==> config.mk <==
export PLATFORM = sky130hd
export DESIGN_NAME = lvds_input_delay_edge_training_unit_flat
export DESIGN_NICKNAME = d
export VERILOG_FILES = /design/src/design/lvdt_pkg.sv /design/src/design/lvdt_ifs.sv /design/src/design/lvds_input_delay_edge_training_unit.sv /design/src/flat_wrapper.sv
export VERILOG_INCLUDE_DIRS = /design/src /design/src/design
export SDC_FILE = /design/constraint.sdc
export NUM_CORES = 1
export LEC_CHECK = 0
export ABC_AREA = 1
export BUFFER_PORTS_ARGS = -buffer_cell sky130_fd_sc_hd__buf_2
export CAP_MARGIN = 20
export CORE_AREA = 3 3 104 106
export DETAILED_ROUTE_END_ITERATION = 8
export DIE_AREA = 0 0 107 109
export PLACE_DENSITY = 0.71
export SLEW_MARGIN = 20
export SYNTH_ARGS = -nofsm -noshare
export SYNTH_HDL_FRONTEND = slang
export SYNTH_SLANG_ARGS = --single-unit
==> constraint.sdc <==
create_clock -name clk -period 10.8 [get_ports clk]
set_clock_uncertainty 0.1 [all_clocks]
set_input_delay 3.24 -clock clk [delete_from_list [all_inputs] [get_ports clk]]
set_output_delay 3.24 -clock clk [all_outputs]
set_load 0.02 [all_outputs]
==> src/design/assert_macros.svh <==
// ----------------------------------------------------------------------------
// assert_macros.svh
// Assertion macros shared by the design. Compiled away under SYNTHESIS.
// ----------------------------------------------------------------------------
`ifndef ASSERT_MACROS_SVH
`define ASSERT_MACROS_SVH

`ifndef SYNTHESIS

// Checked while reset is released
`define ASSERT_CHK(lbl, clk, rst_n, prop) \
  lbl: assert property (@(posedge clk) disable iff (!rst_n) prop) \
    else $error("assertion failed");

// Checked at every edge, reset included
`define ASSERT_ALWAYS(lbl, clk, prop) \
  lbl: assert property (@(posedge clk) prop) \
    else $error("assertion failed");

`else

`define ASSERT_CHK(lbl, clk, rst_n, prop)
`define ASSERT_ALWAYS(lbl, clk, prop)

`endif

`endif

==> src/design/lvdt_pkg.sv <==
// ----------------------------------------------------------------------------
// lvdt_pkg
// Types and constants of the LVDS input delay edge training unit.
// ----------------------------------------------------------------------------
`default_nettype none

package lvdt_pkg;

  // Lane and tap geometry
  localparam int NUM_LANES   = 14;
  localparam int TAP_COUNT   = 32;
  localparam int SAMPLE_BITS = 14;
  localparam int NUM_BITS    = 2 * NUM_LANES;

  // Field widths
  localparam int TAP_W  = 5;
  localparam int LANE_W = 4;
  localparam int BIT_W  = 5;
  localparam int KIND_W = 2;
  localparam int POS_W  = $clog2(SAMPLE_BITS);

  localparam logic [TAP_W-1:0]  TAP_MAX         = TAP_W'(TAP_COUNT - 1);
  localparam logic [TAP_W-1:0]  EDGE_OFFSET_RST = TAP_W'(8);
  localparam logic [LANE_W-1:0] LANE_LAST       = LANE_W'(NUM_LANES - 1);
  localparam logic [LANE_W-1:0] LANE_CH_B       = LANE_W'(NUM_LANES / 2);
  localparam logic [BIT_W-1:0]  BIT_WRAP        = BIT_W'(SAMPLE_BITS);

  // Request codes
  localparam logic REQ_START  = 1'b0;
  localparam logic REQ_SAMPLE = 1'b1;

  // Result kinds
  typedef enum logic [KIND_W-1:0] {
    KIND_SET_TAP     = 2'd0,
    KIND_LANE_RESULT = 2'd1,
    KIND_DONE        = 2'd2
  } kind_t;

  // One result item
  typedef struct packed {
    kind_t             kind;
    logic [LANE_W-1:0] lane;
    logic [TAP_W-1:0]  tap;
    logic              failed;
    logic              last;
  } res_t;

endpackage

`default_nettype wire

==> src/design/lvdt_ifs.sv <==
// ----------------------------------------------------------------------------
// lvdt_ifs
// Valid/ready channels of the training unit: request, result, config.
// ----------------------------------------------------------------------------
`default_nettype none

// Request channel
interface lvdt_in_if;
  logic                          valid;
  logic                          ready;
  logic                          req_type;
  logic [lvdt_pkg::SAMPLE_BITS-1:0] sample_a;
  logic [lvdt_pkg::SAMPLE_BITS-1:0] sample_b;

  modport source (output valid, req_type, sample_a, sample_b, input ready);
  modport sink   (input valid, req_type, sample_a, sample_b, output ready);
endinterface

// Result channel
interface lvdt_out_if;
  logic                        valid;
  logic                        ready;
  logic [lvdt_pkg::KIND_W-1:0] kind;
  logic [lvdt_pkg::LANE_W-1:0] lane;
  logic [lvdt_pkg::TAP_W-1:0]  tap;
  logic                        failed;
  logic                        last;

  modport source (output valid, kind, lane, tap, failed, last, input ready);
  modport sink   (input valid, kind, lane, tap, failed, last, output ready);
endinterface

// Configuration write channel (edge offset)
interface lvdt_cfg_if;
  logic                       valid;
  logic                       ready;
  logic [lvdt_pkg::TAP_W-1:0] data;

  modport source (output valid, data, input ready);
  modport sink   (input valid, data, output ready);
endinterface

`default_nettype wire

==> src/design/lvds_input_delay_edge_training_unit.sv <==
// ----------------------------------------------------------------------------
// lvds_input_delay_edge_training_unit
// Sweeps the input delay tap of each LVDS lane bit, finds the data edge in
// a static pattern and reports a centered tap per lane.
// ----------------------------------------------------------------------------
//
//   channel   dir  width  carries
//   in_ch     in   29     req_type, sample_a, sample_b
//   out_ch    out  13     kind, lane, tap, failed, last
//   cfg_ch    in   5      edge_offset
//
// One request item is taken per cycle while in_ch.ready is high; it is evaluated
// combinationally from the sweep state and its one or two results enter a
// 4-entry result queue whose head drives out_ch. in_ch.ready is high while
// the queue has room for two results, so with the result side stalled
// requests are held off after two or three more items that produce results
// (samples taken while idle produce none). Reset is synchronous, active low,
// and sets edge_offset to 8. cfg_ch is always ready.
// ----------------------------------------------------------------------------
`default_nettype none

`include "assert_macros.svh"

module lvds_input_delay_edge_training_unit (
  input  wire logic       clk,
  input  wire logic       rst_n,
  lvdt_in_if.sink         in_ch,
  lvdt_out_if.source      out_ch,
  lvdt_cfg_if.sink        cfg_ch
);

  localparam int QDEPTH = 4;
  localparam int QCNT_W = 3;

  // Configuration and sweep state
  logic [lvdt_pkg::TAP_W-1:0]  edge_offset_r;
  logic                        busy_r, busy_nxt;
  logic [lvdt_pkg::BIT_W-1:0]  bit_index_r, bit_index_nxt;
  logic [lvdt_pkg::TAP_W-1:0]  sweep_tap_r, sweep_tap_nxt;
  logic                        prev_val_r, prev_val_nxt;
  logic [lvdt_pkg::TAP_W-1:0]  even_delay_r, even_delay_nxt;
  logic                        even_ok_r, even_ok_nxt;
  logic                        any_error_r, any_error_nxt;

  // Result queue
  lvdt_pkg::res_t              q_r [QDEPTH];
  lvdt_pkg::res_t              q_nxt [QDEPTH];
  logic [QCNT_W-1:0]           q_cnt_r, q_cnt_nxt;

  logic                        in_acc;
  logic                        start_acc;
  logic                        pop;
  logic [1:0]                  push_n;
  lvdt_pkg::res_t              res0, res1;

  // Per-sample evaluation signals
  logic [lvdt_pkg::LANE_W-1:0] lane;
  logic [lvdt_pkg::SAMPLE_BITS-1:0] word;
  logic [lvdt_pkg::BIT_W-1:0]  pos_full;
  logic [lvdt_pkg::POS_W-1:0]  pos;
  logic                        val;
  logic [lvdt_pkg::TAP_W:0]    tap_up;
  logic [lvdt_pkg::TAP_W-1:0]  tap_sel;
  logic [lvdt_pkg::TAP_W:0]    avg_sum;
  logic                        rise, fall, timeout, done, ok;
  logic                        lane_bad;

  assign in_acc       = in_ch.valid && in_ch.ready;
  assign start_acc    = in_acc && (in_ch.req_type == lvdt_pkg::REQ_START);
  assign pop          = out_ch.valid && out_ch.ready;
  assign in_ch.ready  = (q_cnt_r <= QCNT_W'(QDEPTH - 2));
  assign cfg_ch.ready = 1'b1;

  // Sample bit under test
  always_comb begin
    lane     = bit_index_r[lvdt_pkg::BIT_W-1:1];
    word     = (lane >= lvdt_pkg::LANE_CH_B) ? in_ch.sample_b : in_ch.sample_a;
    pos_full = (bit_index_r >= lvdt_pkg::BIT_WRAP) ? bit_index_r - lvdt_pkg::BIT_WRAP
                                                   : bit_index_r;
    pos      = pos_full[lvdt_pkg::POS_W-1:0];
    val      = word[pos] ^ bit_index_r[0];
  end

  // Edge detection and tap choice
  always_comb begin
    rise    = (sweep_tap_r != '0) && !prev_val_r && val;
    fall    = (sweep_tap_r != '0) && prev_val_r && !val;
    timeout = (sweep_tap_r == lvdt_pkg::TAP_MAX);
    done    = rise || fall || timeout;
    ok      = rise || fall;
    tap_up  = {1'b0, sweep_tap_r} + {1'b0, edge_offset_r};
    if (rise) begin
      tap_sel = (tap_up > {1'b0, lvdt_pkg::TAP_MAX}) ? lvdt_pkg::TAP_MAX
                                                     : tap_up[lvdt_pkg::TAP_W-1:0];
    end else if (fall) begin
      tap_sel = (sweep_tap_r >= edge_offset_r) ? sweep_tap_r - edge_offset_r : '0;
    end else begin
      tap_sel = '0;
    end
    avg_sum  = {1'b0, even_delay_r} + {1'b0, tap_sel};
    lane_bad = !(ok && even_ok_r);
  end

  // Next sweep state and results of the accepted item
  always_comb begin
    busy_nxt       = busy_r;
    bit_index_nxt  = bit_index_r;
    sweep_tap_nxt  = sweep_tap_r;
    prev_val_nxt   = prev_val_r;
    even_delay_nxt = even_delay_r;
    even_ok_nxt    = even_ok_r;
    any_error_nxt  = any_error_r;
    push_n         = 2'd0;
    res0           = '{kind: lvdt_pkg::KIND_SET_TAP, lane: '0, tap: '0,
                       failed: 1'b0, last: 1'b1};
    res1           = res0;
    if (in_acc) begin
      if (in_ch.req_type == lvdt_pkg::REQ_START) begin
        busy_nxt       = 1'b1;
        any_error_nxt  = 1'b0;
        even_ok_nxt    = 1'b0;
        even_delay_nxt = '0;
        bit_index_nxt  = '0;
        sweep_tap_nxt  = '0;
        prev_val_nxt   = 1'b0;
        push_n         = 2'd1;
      end else if (busy_r) begin
        res0.lane = lane;
        if (!done) begin
          // keep sweeping
          sweep_tap_nxt = sweep_tap_r + 1'b1;
          prev_val_nxt  = val;
          res0.tap      = sweep_tap_r + 1'b1;
          push_n        = 2'd1;
        end else if (!bit_index_r[0]) begin
          // even bit ended, start odd bit of the same lane
          even_delay_nxt = tap_sel;
          even_ok_nxt    = ok;
          bit_index_nxt  = bit_index_r + 1'b1;
          sweep_tap_nxt  = '0;
          prev_val_nxt   = 1'b0;
          push_n         = 2'd1;
        end else begin
          // odd bit ended: lane result, then next lane or finish
          res0.kind   = lvdt_pkg::KIND_LANE_RESULT;
          res0.last   = 1'b0;
          res0.failed = lane_bad;
          res0.tap    = lane_bad ? '0 : avg_sum[lvdt_pkg::TAP_W:1];
          if (lane_bad) begin
            any_error_nxt = 1'b1;
          end
          sweep_tap_nxt = '0;
          prev_val_nxt  = 1'b0;
          push_n        = 2'd2;
          if (lane == lvdt_pkg::LANE_LAST) begin
            busy_nxt      = 1'b0;
            bit_index_nxt = '0;
            res1.kind     = lvdt_pkg::KIND_DONE;
            res1.failed   = any_error_r || lane_bad;
          end else begin
            bit_index_nxt = bit_index_r + 1'b1;
            res1.lane     = lane + 1'b1;
          end
        end
      end
    end
  end

  // Result queue: slot 0 is the head, entries move down on a pop
  always_comb begin
    logic [QCNT_W-1:0] cnt_pop;
    cnt_pop = q_cnt_r - QCNT_W'(pop);
    for (int i = 0; i < QDEPTH; i++) begin
      q_nxt[i] = q_r[i];
    end
    if (pop) begin
      for (int i = 0; i < QDEPTH - 1; i++) begin
        q_nxt[i] = q_r[i + 1];
      end
    end
    for (int i = 0; i < QDEPTH; i++) begin
      if ((push_n != 2'd0) && (QCNT_W'(i) == cnt_pop)) begin
        q_nxt[i] = res0;
      end
      if ((push_n == 2'd2) && (QCNT_W'(i) == cnt_pop + 1'b1)) begin
        q_nxt[i] = res1;
      end
    end
    q_cnt_nxt = cnt_pop + QCNT_W'(push_n);
  end

  // Control registers
  always_ff @(posedge clk) begin
    if (!rst_n) begin
      edge_offset_r <= lvdt_pkg::EDGE_OFFSET_RST;
      busy_r        <= 1'b0;
      bit_index_r   <= '0;
      sweep_tap_r   <= '0;
      prev_val_r    <= 1'b0;
      even_delay_r  <= '0;
      even_ok_r     <= 1'b0;
      any_error_r   <= 1'b0;
      q_cnt_r       <= '0;
    end else begin
      if (cfg_ch.valid && cfg_ch.ready) begin
        edge_offset_r <= cfg_ch.data;
      end
      busy_r       <= busy_nxt;
      bit_index_r  <= bit_index_nxt;
      sweep_tap_r  <= sweep_tap_nxt;
      prev_val_r   <= prev_val_nxt;
      even_delay_r <= even_delay_nxt;
      even_ok_r    <= even_ok_nxt;
      any_error_r  <= any_error_nxt;
      q_cnt_r      <= q_cnt_nxt;
    end
  end

  // Queue payload, no reset
  always_ff @(posedge clk) begin
    for (int i = 0; i < QDEPTH; i++) begin
      q_r[i] <= q_nxt[i];
    end
  end

  // Output drive from the queue head
  assign out_ch.valid  = (q_cnt_r != '0);
  assign out_ch.kind   = q_r[0].kind;
  assign out_ch.lane   = q_r[0].lane;
  assign out_ch.tap    = q_r[0].tap;
  assign out_ch.failed = q_r[0].failed;
  assign out_ch.last   = q_r[0].last;

  // Checks
  `ASSERT_CHK(a_q_bound, clk, rst_n, q_cnt_r <= QCNT_W'(QDEPTH))
  `ASSERT_CHK(a_start_busy, clk, rst_n, start_acc |=> busy_r && (q_cnt_r != '0))
  `ASSERT_CHK(a_bit_range, clk, rst_n, busy_r |-> bit_index_r < lvdt_pkg::BIT_W'(28))
  `ASSERT_CHK(a_idle_clean, clk, rst_n, !busy_r |-> (bit_index_r == '0) && (sweep_tap_r == '0))
  `ASSERT_CHK(a_done_last, clk, rst_n, pop && (out_ch.kind == lvdt_pkg::KIND_DONE) |-> out_ch.last)

endmodule

`default_nettype wire
==> src/flat_wrapper.sv <==
// flat-port wrapper written by rule: the top's interface ports become plain ports
module lvds_input_delay_edge_training_unit_flat 
  (clk, rst_n, in_ch_valid, in_ch_req_type, in_ch_sample_a, in_ch_sample_b, in_ch_ready, out_ch_valid, out_ch_kind, out_ch_lane, out_ch_tap, out_ch_failed, out_ch_last, out_ch_ready, cfg_ch_valid, cfg_ch_data, cfg_ch_ready);
  lvdt_in_if in_ch_i ();
  lvdt_out_if out_ch_i ();
  lvdt_cfg_if cfg_ch_i ();
  input  wire logic clk;
  input  wire logic rst_n;
  input wire logic [$bits(in_ch_i.valid)-1:0] in_ch_valid;
  input wire logic [$bits(in_ch_i.req_type)-1:0] in_ch_req_type;
  input wire logic [$bits(in_ch_i.sample_a)-1:0] in_ch_sample_a;
  input wire logic [$bits(in_ch_i.sample_b)-1:0] in_ch_sample_b;
  output wire logic [$bits(in_ch_i.ready)-1:0] in_ch_ready;
  output wire logic [$bits(out_ch_i.valid)-1:0] out_ch_valid;
  output wire logic [$bits(out_ch_i.kind)-1:0] out_ch_kind;
  output wire logic [$bits(out_ch_i.lane)-1:0] out_ch_lane;
  output wire logic [$bits(out_ch_i.tap)-1:0] out_ch_tap;
  output wire logic [$bits(out_ch_i.failed)-1:0] out_ch_failed;
  output wire logic [$bits(out_ch_i.last)-1:0] out_ch_last;
  input wire logic [$bits(out_ch_i.ready)-1:0] out_ch_ready;
  input wire logic [$bits(cfg_ch_i.valid)-1:0] cfg_ch_valid;
  input wire logic [$bits(cfg_ch_i.data)-1:0] cfg_ch_data;
  output wire logic [$bits(cfg_ch_i.ready)-1:0] cfg_ch_ready;
  assign in_ch_i.valid = in_ch_valid;
  assign in_ch_i.req_type = in_ch_req_type;
  assign in_ch_i.sample_a = in_ch_sample_a;
  assign in_ch_i.sample_b = in_ch_sample_b;
  assign in_ch_ready = in_ch_i.ready;
  assign out_ch_valid = out_ch_i.valid;
  assign out_ch_kind = out_ch_i.kind;
  assign out_ch_lane = out_ch_i.lane;
  assign out_ch_tap = out_ch_i.tap;
  assign out_ch_failed = out_ch_i.failed;
  assign out_ch_last = out_ch_i.last;
  assign out_ch_i.ready = out_ch_ready;
  assign cfg_ch_i.valid = cfg_ch_valid;
  assign cfg_ch_i.data = cfg_ch_data;
  assign cfg_ch_ready = cfg_ch_i.ready;
  lvds_input_delay_edge_training_unit u_core (.clk(clk), .rst_n(rst_n), .in_ch(in_ch_i), .out_ch(out_ch_i), .cfg_ch(cfg_ch_i));
endmodule
==> impl_metrics.py <==
metrics = {
    "clock_tree": {
        "cts_buffers": 9,
        "h-tree-depth": 3,
        "clkTransAtPathRegs_ns": 0.10,
        "ctsRootBufferMaster": "clkbuf_8",
        "cts.sinks": 79,
        "cts_hold_buf": 0,
        "cts_tree": "yes",
        "post_cts_buffers": 0,
        "insertion_delay_ns": 0.37,
        "cts_max_path_buffers": 2,
        "cts_resized": 0,
    },
    "timing": {
        "fmax_mhz": 167,
        "rsz0062_at_grt": "no",
        "min_period_ns": 5.97,
        "relSlewSlack": 0.573,
        "finalSetupViolations": 0,
        "tightest_slew_ns": 0.640,
        "finalMaxSlewViolations": 0,
        "finalHoldViolCount": 0,
        "setup-tns-final_ns": 0,
        "period_share": 0.553,
    },
    "floorplan": {
        "io_pins": 55,
        "core_area_sq_mm": 0.00986,
        "rows": 36,
        "start_util": 0.522,
        "fp.dieArea_sq_mm": 0.0117,
        "die_y_microns": 109,
        "die_w_microns": 107,
    },
    "critical_path": {
        "timing.rr.end": "u_core.q_r[0][5]",
        "worst_setup_path_end_kind": "register",
        "criticalPathCategory": "primary input to register",
        "cp-start-kind": "primary input",
        "crit_arrival_ns": 6.14,
        "rr_worst_depth": 27,
        "worstPathRequired_ns": 10.97,
        "crit_path_max_fanout": 4,
        "worstReg2RegStart": "u_core.bit_index_r[0]",
        "rrSetupSlack_ns": 6.07,
        "cp_slowest_stage_delay_ns": 0.44,
        "crit_path_frequent_cell": "nand2_1",
        "slowest_stage": "fa_1",
        "critPathLaunch": "in_ch_sample_a[8]",
    },
    "logic_synthesis": {
        "syn_area_per_cell_sq_um": 7.33,
        "seq_area_frac_synth": 0.354,
        "synth.cell_area_sq_mm": 0.00515,
        "synth_seq_cells": 79,
        "ys_warn_count": 0,
        "ys.flop_type": "dfxtp_1",
        "synth_cell_types": 45,
        "async_flop_share": 0,
        "synth_nets": 770,
        "synth_edf_count": 24,
        "syn_inst": 702,
    },
    "power_and_ir_drop": {
        "p_leak_uw": 0.00268,
        "ir_worst_vdd_uv": 110,
        "power_density_mw_per_mm2": 215,
    },
    "route": {
        "route.detailed.drc": 0,
        "vias": 4705,
        "drt_iter0_markers": 195,
        "wl_mm": 11.8,
        "antenna_left": 0,
        "first_pass_iters": 6,
        "via_per_inst": 5.32,
        "routedWlPerCell_microns": 13.3,
    },
    "grt": {
        "grt_pass1_vias": 4397,
        "grt_first_pass_wirelength_mm": 20.2,
        "grt_max_degree": 25,
        "grt_usage": 0.213,
        "overflow": 0,
        "grt_antenna_before_repair": 0,
    },
    "finish": {
        "num_antenna_cells": 0,
        "area_growth_pct": 9.38,
        "drive_gt1_frac": 0.153,
        "final_nets": 815,
        "layout_common_cells": "nand2_1, nand3_1, inv_1",
        "fin_cells": 885,
        "mostFrequentLayoutCell": "nand2_1",
    },
    "placement": {
        "place_congestion": 0.893,
        "dp.cells": 869,
        "numPortBuffers": 53,
        "dp_hpwl_mm": 9.10,
    },
    "flow_run": {
        "cap_violations": 0,
    },
    "hold_path": {
        "holdPathStages": 2,
        "worstHoldEndpoint": "u_core.q_r[0][3]",
        "min_path_type": "register to register",
        "min_from": "u_core.q_r[0][3]",
    },
    "outcome": {
        "status": "completed",
    },
}
Yosys cell counts (4+ instances only):
cell,count,area (sq um)
xor2_1,8,70.1
nor3_1,5,25.0
inv_1,74,278
o21ai_2,7,61.3
nor2_1,47,176
nand4_1,5,31.3
buf_6,6,67.6
fa_1,4,80.1
nand3_1,87,435
a21oi_1,31,155
o211ai_2,4,50.1
o21ai_0,34,170
ha_1,25,313
o211ai_1,16,120
inv_2,8,30.0
o21ai_1,21,105
nand2_2,7,43.8
nand2_4,4,45.0
dfxtp_1,55,1100
nand2_1,184,691
clkbuf_1,6,22.5
edfxtp_1,24,721
metrics by stage:
step	area, sq um	hold slack (ns)	total power, uW	utilization	setup WS [ns]
CTS	5630	0.359	1210	0.571	4.84
detailed placement	5450	0.340	1000	0.552	4.47
global placement	5450	0.333	982	0.552	4.55
finish	5630	0.357	1210	0.571	4.83
floorplan	5150	0.327	873	-	5.06
global route	5630	0.371	1310	0.571	4.37
worst max-delay path, delay by kind of cell:
kind / cells / cell delay, ns
AO/OA/AOI/OAI: 3 / 0.53
adder cells (fa/ha/maj): 1 / 0.44
XOR/XNOR: 1 / 0.16
buffers and inverters: 4 / 0.26
AND/OR/NAND/NOR: 17 / 1.53
how the worst max path moves through the flow:
| stage | to | slack [ns] |
|---|---|---|
| floorplan | u_core.q_r[0][5] | 5.06 |
| global placement | u_core.q_r[0][5] | 4.55 |
| detailed placement | u_core.q_r[0][5] | 4.47 |
| CTS | u_core.q_r[0][5] | 4.84 |
| global route | u_core.q_r[0][5] | 4.37 |
| finish | u_core.q_r[0][5] | 4.83 |
layer usage:
layer / vias up / routed length [microns] / track usage
met3: 24 / 657 / 0.0326
met1: 2120 / 5280 / 0.274
met5: - / 0 / 0
met4: 0 / 233 / 0.0813
li1: 2425 / - / -
met2: 136 / 5590 / 0.362
state kept, by name, indices dropped and copies added, names as in the netlist:
name                  count
u_core.prev_val_r         1
u_core.even_delay_r       5
u_core.q_r               52
u_core.bit_index_r        5
u_core.q_cnt_r            3
u_core.even_ok_r          1
u_core.any_error_r        1
u_core.edge_offset_r      5
u_core.sweep_tap_r        5
u_core.busy_r             1
report_power, final:
part / internal, uW / switching [uW]
registers: 422 / 37.6
clock network: 87.7 / 127
logic: 180 / 357
layout make-up:
cell class,instances,area [sq um]
well taps,133,166
clock inverters,7,58.8
flip-flops and latches,79,1820
clock buffers,9,124
fillers,952,4230
multi-input cells,520,2880
inverters,84,315
repair buffers,53,265
cell families after synthesis:
| family | after synthesis | share of synthesized area |
|---|---|---|
| DFF | 79 | 0.354 |
| other | 1 | 0.000728 |
| AOI/OAI and AO/OA | 125 | 0.146 |
| adders and majority gates | 29 | 0.0763 |
| buffers and inverters | 103 | 0.0868 |
| and+or+nand+nor | 354 | 0.317 |
| xor gates and xnor gates | 11 | 0.0187 |
Power figures use the tool's default switching activity.
